===== src/rtl/eim_pkg.sv =====
package eim_pkg;

   typedef struct packed {
      logic [1:0]         func;
      logic [63:0]        timestamp_us;
      logic               surface_present;
      logic signed [15:0] elevator_angle;
      logic [7:0]         claimed_law;
      logic               air_present;
      logic [3:0]         air_valid_bits;
      logic signed [15:0] alpha;
   } eim_req_type;

   typedef struct packed {
      logic       trip;
      logic [4:0] flags;
      logic [31:0] violation_total;
   } eim_rsp_type;

   typedef enum logic [1:0] {
      FUNC_FRAME = 2'd0,
      FUNC_WARM  = 2'd1,
      FUNC_COLD  = 2'd2
   } eim_func_type;

   localparam int FLAG_NO_DATA   = 0;
   localparam int FLAG_AUTHORITY = 1;
   localparam int FLAG_SLEW      = 2;
   localparam int FLAG_REVERSION = 3;
   localparam int FLAG_ALPHA     = 4;

   localparam logic [7:0] CSR_AUTHORITY_LIMIT   = 8'd0;
   localparam logic [7:0] CSR_SLEW_LIMIT        = 8'd1;
   localparam logic [7:0] CSR_ALPHA_LIMIT       = 8'd2;
   localparam logic [7:0] CSR_NOSE_DOWN_MINIMUM = 8'd3;
   localparam logic [7:0] CSR_TRIP_COUNT        = 8'd4;
   localparam logic [7:0] CSR_VALID_MASK        = 8'd5;
   localparam logic [7:0] CSR_NORMAL_LAW_CODE   = 8'd6;
   localparam logic [7:0] CSR_DEFAULT_INTERVAL  = 8'd7;

   localparam logic [14:0] AUTHORITY_LIMIT_RST   = 15'd2550;
   localparam logic [16:0] SLEW_LIMIT_RST        = 17'd5000;
   localparam logic [15:0] ALPHA_LIMIT_RST       = 16'd1500;
   localparam logic [15:0] NOSE_DOWN_MINIMUM_RST = 16'd25;
   localparam logic [7:0]  TRIP_COUNT_RST        = 8'd3;
   localparam logic [3:0]  VALID_MASK_RST        = 4'hF;
   localparam logic [7:0]  NORMAL_LAW_CODE_RST   = 8'd0;
   localparam logic [31:0] DEFAULT_INTERVAL_RST  = 32'd50000;

   localparam logic [19:0] USEC_PER_SEC = 20'd1000000;
   localparam logic [7:0]  CONSEC_MAX   = 8'hFF;

   typedef struct packed {
      logic [14:0]        authority_limit;
      logic [16:0]        slew_limit;
      logic signed [15:0] alpha_limit;
      logic signed [15:0] nose_down_minimum;
      logic [7:0]         trip_count;
      logic [3:0]         valid_mask;
      logic [7:0]         normal_law_code;
      logic [31:0]        default_interval;
   } eim_cfg_type;

   typedef struct packed {
      logic [1:0]  func;
      logic [4:0]  flags;
      logic        slew_en;
      logic [31:0] dt;
      logic [15:0] delta_mag;
   } eim_s1_type;

   typedef struct packed {
      logic [1:0]  func;
      logic [4:0]  flags;
      logic        slew_en;
      logic [35:0] move;
      logic [48:0] allowance;
   } eim_s2_type;

endpackage


===== src/rtl/envelope_invariant_monitor.sv =====
// Control-frame envelope monitor. One request enters per clock while req_stall
// is low; a frame check presents its result on rsp_ after the input check,
// slew multiply and counter update, each of which ends in a register, while
// warm and cold restarts and unused function codes return nothing. The three
// stages are elastic, so a stalled result holds only the stages behind it that
// are full, and req_stall rises only when the whole pipeline is occupied.
// Configuration registers are written through the csr_ port, which is always
// ready; write them only while no request is in flight.
module envelope_invariant_monitor (
   input  logic                 clock,
   input  logic                 reset,
   input  logic                 req_valid,
   output logic                 req_stall,
   input  eim_pkg::eim_req_type req_data,
   output logic                 rsp_valid,
   input  logic                 rsp_stall,
   output eim_pkg::eim_rsp_type rsp_data,
   input  logic                 csr_valid,
   output logic                 csr_ready,
   input  logic [7:0]           csr_index,
   input  logic [31:0]          csr_wdata
);
   import eim_pkg::*;

   eim_cfg_type cfg;
   eim_s1_type  s1;
   eim_s2_type  s2;
   logic        s1_valid;
   logic        s2_valid;
   logic        adv3;
   logic        adv2;
   logic        adv1;
   logic        accept;

   assign adv2      = !s2_valid || adv3;
   assign adv1      = !s1_valid || adv2;
   assign req_stall = !adv1;
   assign accept    = req_valid && adv1;

   eim_csr u_csr (
      .clock     (clock),
      .reset     (reset),
      .csr_valid (csr_valid),
      .csr_index (csr_index),
      .csr_wdata (csr_wdata),
      .csr_ready (csr_ready),
      .cfg       (cfg)
   );

   eim_front u_front (
      .clock     (clock),
      .reset     (reset),
      .accept    (accept),
      .advance   (adv1),
      .req_valid (req_valid),
      .req_data  (req_data),
      .cfg       (cfg),
      .s1_valid  (s1_valid),
      .s1        (s1)
   );

   eim_slew_mult u_slew_mult (
      .clock      (clock),
      .reset      (reset),
      .advance    (adv2),
      .s1_valid   (s1_valid),
      .s1         (s1),
      .slew_limit (cfg.slew_limit),
      .s2_valid   (s2_valid),
      .s2         (s2)
   );

   eim_tally u_tally (
      .clock      (clock),
      .reset      (reset),
      .s2_valid   (s2_valid),
      .s2         (s2),
      .trip_count (cfg.trip_count),
      .rsp_stall  (rsp_stall),
      .advance    (adv3),
      .rsp_valid  (rsp_valid),
      .rsp_data   (rsp_data)
   );

   a_no_data_alone: assert property (@(posedge clock) disable iff (reset)
      rsp_valid && rsp_data.flags[FLAG_NO_DATA] |-> rsp_data.flags[4:1] == 4'd0)
      else $error("no-data frame carries other flags");

   a_stall_only_when_full: assert property (@(posedge clock) disable iff (reset)
      !rsp_valid |-> !req_stall)
      else $error("request stalled with empty result register");

   a_single_trip: assert property (@(posedge clock) disable iff (reset)
      rsp_valid && (rsp_data.flags != 5'd0) && (cfg.trip_count <= 8'd1)
      |-> rsp_data.trip)
      else $error("violation did not latch trip at unit trip count");

endmodule


===== src/rtl/eim_csr.sv =====
module eim_csr (
   input  logic                 clock,
   input  logic                 reset,
   input  logic                 csr_valid,
   input  logic [7:0]           csr_index,
   input  logic [31:0]          csr_wdata,
   output logic                 csr_ready,
   output eim_pkg::eim_cfg_type cfg
);
   import eim_pkg::*;

   eim_cfg_type cfg_ff;

   assign csr_ready = 1'b1;
   assign cfg       = cfg_ff;

   always_ff @(posedge clock) begin
      if (reset) begin
         cfg_ff.authority_limit   <= AUTHORITY_LIMIT_RST;
         cfg_ff.slew_limit        <= SLEW_LIMIT_RST;
         cfg_ff.alpha_limit       <= ALPHA_LIMIT_RST;
         cfg_ff.nose_down_minimum <= NOSE_DOWN_MINIMUM_RST;
         cfg_ff.trip_count        <= TRIP_COUNT_RST;
         cfg_ff.valid_mask        <= VALID_MASK_RST;
         cfg_ff.normal_law_code   <= NORMAL_LAW_CODE_RST;
         cfg_ff.default_interval  <= DEFAULT_INTERVAL_RST;
      end else if (csr_valid) begin
         case (csr_index)
            CSR_AUTHORITY_LIMIT:   cfg_ff.authority_limit   <= csr_wdata[14:0];
            CSR_SLEW_LIMIT:        cfg_ff.slew_limit        <= csr_wdata[16:0];
            CSR_ALPHA_LIMIT:       cfg_ff.alpha_limit       <= csr_wdata[15:0];
            CSR_NOSE_DOWN_MINIMUM: cfg_ff.nose_down_minimum <= csr_wdata[15:0];
            CSR_TRIP_COUNT:        cfg_ff.trip_count        <= csr_wdata[7:0];
            CSR_VALID_MASK:        cfg_ff.valid_mask        <= csr_wdata[3:0];
            CSR_NORMAL_LAW_CODE:   cfg_ff.normal_law_code   <= csr_wdata[7:0];
            CSR_DEFAULT_INTERVAL:  cfg_ff.default_interval  <= csr_wdata;
            default: ;
         endcase
      end
   end

endmodule


===== src/rtl/eim_front.sv =====
module eim_front (
   input  logic                 clock,
   input  logic                 reset,
   input  logic                 accept,
   input  logic                 advance,
   input  logic                 req_valid,
   input  eim_pkg::eim_req_type req_data,
   input  eim_pkg::eim_cfg_type cfg,
   output logic                 s1_valid,
   output eim_pkg::eim_s1_type  s1
);
   import eim_pkg::*;

   logic [63:0] prev_time_ff;
   logic [15:0] prev_elev_ff;
   logic        hist_ff;
   logic        s1_valid_ff;
   eim_s1_type  s1_ff;
   eim_s1_type  s1_in;

   logic [63:0]        ts_delta;
   logic               ts_ahead;
   logic [31:0]        dt;
   logic signed [16:0] elev_diff;
   logic [16:0]        diff_neg;
   logic [15:0]        delta_mag;
   logic [15:0]        elev_u;
   logic [15:0]        elev_mag;
   logic               auth_flag;
   logic               all_valid;
   logic               rev_flag;
   logic               alpha_flag;
   logic               is_frame;
   logic               is_restart;

   assign ts_ahead  = req_data.timestamp_us > prev_time_ff;
   assign ts_delta  = req_data.timestamp_us - prev_time_ff;
   assign dt        = (hist_ff && ts_ahead)
                      ? ((|ts_delta[63:32]) ? 32'hFFFF_FFFF : ts_delta[31:0])
                      : cfg.default_interval;

   assign elev_diff = {req_data.elevator_angle[15], req_data.elevator_angle}
                      - {prev_elev_ff[15], prev_elev_ff};
   assign diff_neg  = 17'd0 - elev_diff;
   assign delta_mag = elev_diff[16] ? diff_neg[15:0] : elev_diff[15:0];

   assign elev_u    = req_data.elevator_angle;
   assign elev_mag  = elev_u[15] ? (16'd0 - elev_u) : elev_u;
   assign auth_flag = elev_mag > {1'b0, cfg.authority_limit};

   assign all_valid  = (req_data.air_valid_bits & cfg.valid_mask) == cfg.valid_mask;
   assign rev_flag   = req_data.air_present && !all_valid
                       && (req_data.claimed_law == cfg.normal_law_code);
   assign alpha_flag = req_data.air_present && all_valid
                       && (req_data.alpha > cfg.alpha_limit)
                       && (req_data.elevator_angle < cfg.nose_down_minimum);

   assign is_frame   = req_data.func == FUNC_FRAME;
   assign is_restart = (req_data.func == FUNC_WARM) || (req_data.func == FUNC_COLD);

   always_comb begin
      s1_in           = '0;
      s1_in.func      = req_data.func;
      s1_in.dt        = dt;
      s1_in.delta_mag = delta_mag;
      s1_in.slew_en   = req_data.surface_present && hist_ff && (dt != 32'd0);
      if (!req_data.surface_present) begin
         s1_in.flags[FLAG_NO_DATA] = 1'b1;
      end else begin
         s1_in.flags[FLAG_AUTHORITY] = auth_flag;
         s1_in.flags[FLAG_REVERSION] = rev_flag;
         s1_in.flags[FLAG_ALPHA]     = alpha_flag;
      end
   end

   always_ff @(posedge clock) begin
      if (reset) begin
         hist_ff      <= 1'b0;
         prev_time_ff <= '0;
         prev_elev_ff <= '0;
      end else if (accept) begin
         if (is_restart) begin
            hist_ff <= 1'b0;
         end else if (is_frame) begin
            prev_time_ff <= req_data.timestamp_us;
            hist_ff      <= req_data.surface_present;
            if (req_data.surface_present) begin
               prev_elev_ff <= req_data.elevator_angle;
            end
         end
      end
   end

   always_ff @(posedge clock) begin
      if (reset) begin
         s1_valid_ff <= 1'b0;
      end else if (advance) begin
         s1_valid_ff <= req_valid;
      end
   end

   always_ff @(posedge clock) begin
      if (accept) begin
         s1_ff <= s1_in;
      end
   end

   assign s1_valid = s1_valid_ff;
   assign s1       = s1_ff;

endmodule


===== src/rtl/eim_slew_mult.sv =====
module eim_slew_mult (
   input  logic                clock,
   input  logic                reset,
   input  logic                advance,
   input  logic                s1_valid,
   input  eim_pkg::eim_s1_type s1,
   input  logic [16:0]         slew_limit,
   output logic                s2_valid,
   output eim_pkg::eim_s2_type s2
);
   import eim_pkg::*;

   logic       s2_valid_ff;
   eim_s2_type s2_ff;
   eim_s2_type s2_in;

   always_comb begin
      s2_in.func      = s1.func;
      s2_in.flags     = s1.flags;
      s2_in.slew_en   = s1.slew_en;
      // |delta| * 1e6 against limit * dt keeps the rate compare division free
      s2_in.move      = {20'd0, s1.delta_mag} * {16'd0, USEC_PER_SEC};
      s2_in.allowance = {32'd0, slew_limit} * {17'd0, s1.dt};
   end

   always_ff @(posedge clock) begin
      if (reset) begin
         s2_valid_ff <= 1'b0;
      end else if (advance) begin
         s2_valid_ff <= s1_valid;
      end
   end

   always_ff @(posedge clock) begin
      if (advance && s1_valid) begin
         s2_ff <= s2_in;
      end
   end

   assign s2_valid = s2_valid_ff;
   assign s2       = s2_ff;

endmodule


===== src/rtl/eim_tally.sv =====
module eim_tally (
   input  logic                 clock,
   input  logic                 reset,
   input  logic                 s2_valid,
   input  eim_pkg::eim_s2_type  s2,
   input  logic [7:0]           trip_count,
   input  logic                 rsp_stall,
   output logic                 advance,
   output logic                 rsp_valid,
   output eim_pkg::eim_rsp_type rsp_data
);
   import eim_pkg::*;

   logic        rsp_valid_ff;
   eim_rsp_type rsp_ff;
   logic        trip_ff;
   logic        trip_in;
   logic [7:0]  consec_ff;
   logic [7:0]  consec_in;
   logic [31:0] viol_ff;
   logic [31:0] viol_in;
   logic [4:0]  flags;
   logic        load;

   assign advance = !rsp_valid_ff || !rsp_stall;
   assign load    = advance && s2_valid;

   always_comb begin
      flags             = s2.flags;
      flags[FLAG_SLEW]  = s2.slew_en && ({13'd0, s2.move} > s2.allowance);
      trip_in           = trip_ff;
      consec_in         = consec_ff;
      viol_in           = viol_ff;
      case (s2.func)
         FUNC_FRAME: begin
            if (|flags) begin
               viol_in   = viol_ff + 32'd1;
               consec_in = (consec_ff == CONSEC_MAX) ? consec_ff : consec_ff + 8'd1;
               if (consec_in >= trip_count) begin
                  trip_in = 1'b1;
               end
            end else begin
               consec_in = '0;
            end
         end
         FUNC_WARM: begin
            consec_in = '0;
         end
         FUNC_COLD: begin
            consec_in = '0;
            trip_in   = 1'b0;
            viol_in   = '0;
         end
         default: ;
      endcase
   end

   always_ff @(posedge clock) begin
      if (reset) begin
         trip_ff      <= 1'b0;
         consec_ff    <= '0;
         viol_ff      <= '0;
         rsp_valid_ff <= 1'b0;
      end else begin
         if (load) begin
            trip_ff   <= trip_in;
            consec_ff <= consec_in;
            viol_ff   <= viol_in;
         end
         if (advance) begin
            rsp_valid_ff <= s2_valid && (s2.func == FUNC_FRAME);
         end
      end
   end

   always_ff @(posedge clock) begin
      if (load) begin
         rsp_ff.trip            <= trip_in;
         rsp_ff.flags           <= flags;
         rsp_ff.violation_total <= viol_in;
      end
   end

   assign rsp_valid = rsp_valid_ff;
   assign rsp_data  = rsp_ff;

endmodule

===== config.mk =====
export PLATFORM = sky130hd
export DESIGN_NAME = envelope_invariant_monitor
export DESIGN_NICKNAME = d
export VERILOG_FILES = /design/src/rtl/eim_pkg.sv /design/src/rtl/envelope_invariant_monitor.sv /design/src/rtl/eim_csr.sv /design/src/rtl/eim_front.sv /design/src/rtl/eim_slew_mult.sv /design/src/rtl/eim_tally.sv
export SDC_FILE = /design/constraint.sdc
export NUM_CORES = 2
export LEC_CHECK = 0
export BUFFER_PORTS_ARGS = -buffer_cell sky130_fd_sc_hd__buf_4
export CORE_ASPECT_RATIO = 0.9
export CORE_MARGIN = 4
export CORE_UTILIZATION = 50
export DETAILED_ROUTE_END_ITERATION = 8
export HOLD_SLACK_MARGIN = 0.12
export PLACE_DENSITY = 0.67
export SYNTH_ARGS = -nofsm -noshare
export SYNTH_HDL_FRONTEND = slang
export SYNTH_SLANG_ARGS = --single-unit

===== constraint.sdc =====
create_clock -name clock -period 8.4 [get_ports clock]
set_input_delay 0.84 -clock clock [delete_from_list [all_inputs] [get_ports clock]]
set_output_delay 0.84 -clock clock [all_outputs]
set_load 0.05 [all_outputs]

==> metrics.log <==
INFO  metric die_area = 93300 sq um
INFO  metric critPathLaunchType = flip-flop
INFO  metric arrival = 8.11 ns
INFO  metric clk_latency = 0.64 ns
INFO  metric max_slew.worst_pin.slew = 1.12 ns
INFO  metric synthArstFlopShare = 0%
INFO  metric timing.setup.critical_path_class = flip-flop to flip-flop
INFO  metric endpoint_kind = flip-flop
INFO  metric netlist_instances = just over 5000
INFO  metric layout-drive-gt1-share = 7.72%
INFO  metric cts_tree = built
INFO  metric clock_tree.root_cell = sky130_fd_sc_hd__clkbuf_16
INFO  metric maxSlewHeadroom = 25.2%
INFO  metric inserted_clock_buffers = 49
INFO  metric first_global_vias = 35606
INFO  metric worstPathMaxFanout = 17
INFO  metric worst_ep_required_time = 8.76 ns
INFO  metric min_path_type = input pin to flip-flop
INFO  metric clock-skew-final = around 0.067 ns
INFO  metric share_of_the_synthesized_area_in_the_top_cell_type = 22.9%
INFO  metric achievable-frequency = 129 MHz
INFO  metric clock_sinks = 420
INFO  metric nNetsFinal = 6293
INFO  metric grt_antenna_before_repair = 1
INFO  metric routed_wirelength = 121000 microns
INFO  metric p_per_area = 231 nW/um^2
INFO  metric synth.cell_area = 44200 sq um
INFO  metric floorplan.initialDensity = 50.4%
INFO  metric grt_first_pass_wirelength = 196000 microns
INFO  metric number_of_enable_flip_flop_cells_after_synthesis = 179
INFO  metric core.rowCount = 103
INFO  metric final_min_period_over_clock_period = 92.3%
INFO  metric die_h = 290 microns
INFO  metric dp_cells = 6316
INFO  metric routed-via-count = between 30000 and 40000
INFO  metric sequential_cell_area = 10200 sq um
INFO  metric netlist-cell-type-count = between 80 and 90
INFO  metric gp_congestion = 0.958
INFO  metric syn-num-nets = between 6000 and 7000
INFO  metric detail-route-antenna-nets = 0
INFO  metric drv.max_cap_violation_count = 0
INFO  metric synth_warnings = 0
INFO  metric grt_overflow = 0
INFO  metric detailed_place.area = 46900 sq um
INFO  metric layout-area-overhead-vs-synth = 10.3%
INFO  metric hpwlAfterDp = 94700 microns
INFO  metric synth.ff_latch_count = 420
INFO  metric ys_top_cells_by_area = sky130_fd_sc_hd__fa_1, sky130_fd_sc_hd__edfxtp_1, sky130_fd_sc_hd__ha_1
INFO  metric clkSlewWorstSetupHoldPaths = 0.07 ns
INFO  metric drtIter0Drc = 2810
INFO  metric wl_per_cell = roughly 19 microns
INFO  metric synthFlopType = sky130_fd_sc_hd__dfxtp_1
INFO  metric slew_violations = 0
INFO  metric design_area = slightly below 50000 sq um
INFO  metric floorplan.die.width = 322 microns
INFO  metric multi_input_comb_area = 30200 sq um
INFO  metric drc = 0
INFO  metric tns = 0 ns
INFO  metric synth-seq-area-share = 23.1%
INFO  metric post-route-util = 55.6%
INFO  metric layout.filler_cells = 8019
INFO  metric min_period = between 7 and 8 ns
INFO  metric grt_start_max_net_pins = 98
INFO  metric core_area = 87800 sq um
INFO  metric h-tree-depth = 2
INFO  metric worst_ir_drop_vdd = 441 uV
INFO  metric timing_hold_violations_final = 0
INFO  metric grt_setup_unrepaired = false
INFO  metric average_vias_per_placed_instance = between 5 and 6
INFO  metric port-buffer-count = 196
INFO  metric worst_hold_slack = slightly above 0.4 ns
INFO  metric finalSetupViolations = 0
INFO  metric post_synth.cell_area_avg = 8.68 sq um
INFO  metric power_leakage = 21.9 nW
INFO  metric overall_global_routing_usage = a little over a quarter
INFO  metric firstDrtPassIters = 5
INFO  metric finalNonFillerCells = 6425
INFO  metric outcome = complete, no violations
INFO  metric clockBufferDepth = 3
INFO  metric ios = 198
INFO  metric netlist.top_cell.by_area = sky130_fd_sc_hd__fa_1
## final timing paths
kind              slack [ns]  cells past startpoint            endpoint      startpoint
setup reg to reg        0.65                     24  u_slew_mult.s2[47]  u_front.s1[32]
setup / recovery        0.65                     24  u_slew_mult.s2[47]  u_front.s1[32]
hold / removal          0.41                      1      u_front.s1[55]   req_data[111]
hold reg to reg         0.42                      0  u_slew_mult.s2[92]  u_front.s1[55]
## flip-flops by register name, indices dropped and copies added, names as in the netlist
signal,cells
u_tally.viol_ff,32
u_front.prev_time_ff,64
u_tally.consec_ff,8
u_front.prev_elev_ff,16
u_tally.rsp_data,38
u_slew_mult.s2,86
u_front.hist_ff,1
u_csr.cfg,116
u_tally.rsp_valid,1
u_slew_mult.s2_valid,1
u_front.s1_valid,1
u_tally.trip_ff,1
u_front.s1,55
## cell usage in the layout (no fill, tap or decap), types with 43 or more instances in the layout
master / n
sky130_fd_sc_hd__fa_1: 506
sky130_fd_sc_hd__edfxtp_1: 179
sky130_fd_sc_hd__nand4_1: 50
sky130_fd_sc_hd__nor2_1: 220
sky130_fd_sc_hd__xor2_1: 43
sky130_fd_sc_hd__nor3_1: 62
sky130_fd_sc_hd__dfxtp_1: 237
sky130_fd_sc_hd__o21ai_0: 139
sky130_fd_sc_hd__nand2_1: 809
sky130_fd_sc_hd__ha_1: 401
sky130_fd_sc_hd__a21o_1: 75
sky130_fd_sc_hd__nand3_1: 85
sky130_fd_sc_hd__and2_1: 231
sky130_fd_sc_hd__inv_1: 831
sky130_fd_sc_hd__a21oi_1: 370
sky130_fd_sc_hd__clkbuf_16: 49
sky130_fd_sc_hd__buf_4: 279
sky130_fd_sc_hd__xnor2_1: 111
## cells by family (layout without fill, tap and decap cells)
| kind of cell | count (synthesis) | in the layout | synth area share (%) |
|---|---|---|---|
| AO/OA/AOI/OAI | 874 | 874 | 12.3 |
| XOR/XNOR | 154 | 154 | 3.05 |
| adder cells (fa/ha/maj) | 907 | 907 | 34.2 |
| buffers and inverters | 1035 | 1204 | 8.87 |
| flip-flops | 420 | 420 | 23.1 |
| multiplexers | 33 | 33 | 0.775 |
| other | 1 | 2 | 0.00848 |
| AND/OR/NAND/NOR | 1676 | 1676 | 17.8 |
## cells in the mapped netlist (50+ instances only)
cell type / n
sky130_fd_sc_hd__dfxtp_1: 241
sky130_fd_sc_hd__inv_1: 833
sky130_fd_sc_hd__xnor2_1: 111
sky130_fd_sc_hd__a21o_1: 75
sky130_fd_sc_hd__nor3_1: 63
sky130_fd_sc_hd__ha_1: 401
sky130_fd_sc_hd__fa_1: 506
sky130_fd_sc_hd__and2_1: 232
sky130_fd_sc_hd__clkbuf_1: 188
sky130_fd_sc_hd__edfxtp_1: 179
sky130_fd_sc_hd__nor2_1: 221
sky130_fd_sc_hd__a21oi_1: 370
sky130_fd_sc_hd__nand2_1: 809
sky130_fd_sc_hd__o21ai_0: 139
sky130_fd_sc_hd__nand4_1: 50
sky130_fd_sc_hd__nand3_1: 85
## where the power goes
| part | internal, mW | switching [mW] |
|---|---|---|
| sequential | 2.60 | 0.122 |
| clock | 1.42 | 0.968 |
| combinational | 2.65 | 3.52 |
| total | 6.68 | 4.61 |
## repair_timing
action | 4_1_cts | 5_1_grt
hold buffers | 0 | 0
setup endpoints to repair | 0 | 6
gates resized for setup | 0 | 7
buffers inserted | 0 | 17
## layout make-up
type | instances | share of cell area [%]
multi-input cells | 3645 | 61.8
flip-flops and latches | 420 | 20.9
inverters | 833 | 6.40
repair buffers | 280 | 4.31
well taps | 1155 | 2.96
clock buffers | 62 | 2.67
clock inverters | 29 | 0.956
diodes | 1 | 0.00513
## through the flow
stage	setup WS, ns	power (mW)
2_1_floorplan	1.39	7.36
3_3_place_gp	0.276	8.82
3_5_place_dp	0.170	8.90
4_1_cts	0.129	11.4
5_1_grt	0.0598	12.3
6_report	0.646	11.3
## critical path, stage by stage (launching register included)
cell                       delay, ns
sky130_fd_sc_hd__edfxtp_1       0.83
sky130_fd_sc_hd__nand2_1        0.15
sky130_fd_sc_hd__fa_1           0.53
sky130_fd_sc_hd__fa_1           0.44
sky130_fd_sc_hd__fa_1           0.52
sky130_fd_sc_hd__inv_1          0.05
sky130_fd_sc_hd__fa_1           0.46
sky130_fd_sc_hd__fa_1           0.55
sky130_fd_sc_hd__inv_1          0.05
sky130_fd_sc_hd__fa_1           0.54
sky130_fd_sc_hd__inv_1          0.05
sky130_fd_sc_hd__ha_1           0.35
sky130_fd_sc_hd__a21o_1         0.18
sky130_fd_sc_hd__a21o_1         0.16
sky130_fd_sc_hd__a21o_1         0.19
sky130_fd_sc_hd__a21oi_1        0.38
sky130_fd_sc_hd__a311oi_1       0.18
sky130_fd_sc_hd__buf_4          0.19
sky130_fd_sc_hd__o31a_1         0.37
sky130_fd_sc_hd__a211o_1        0.29
sky130_fd_sc_hd__a21o_1         0.25
sky130_fd_sc_hd__a41oi_1        0.31
sky130_fd_sc_hd__o41ai_1        0.13
sky130_fd_sc_hd__a21oi_1        0.19
sky130_fd_sc_hd__xnor2_1        0.11
## routing by layer
| metal | up-vias | share of wire [%] | track usage (%) |
|---|---|---|---|
| met3 | 210 | 7.3 | 4.24 |
| met2 | 1155 | 45 | 41.9 |
| met5 | - | 0 | 0 |
| met4 | 0 | 3.9 | 9.11 |
| met1 | 17276 | 43 | 36.3 |
| li1 | 16884 | - | - |
(Power assumes the default switching activity.)
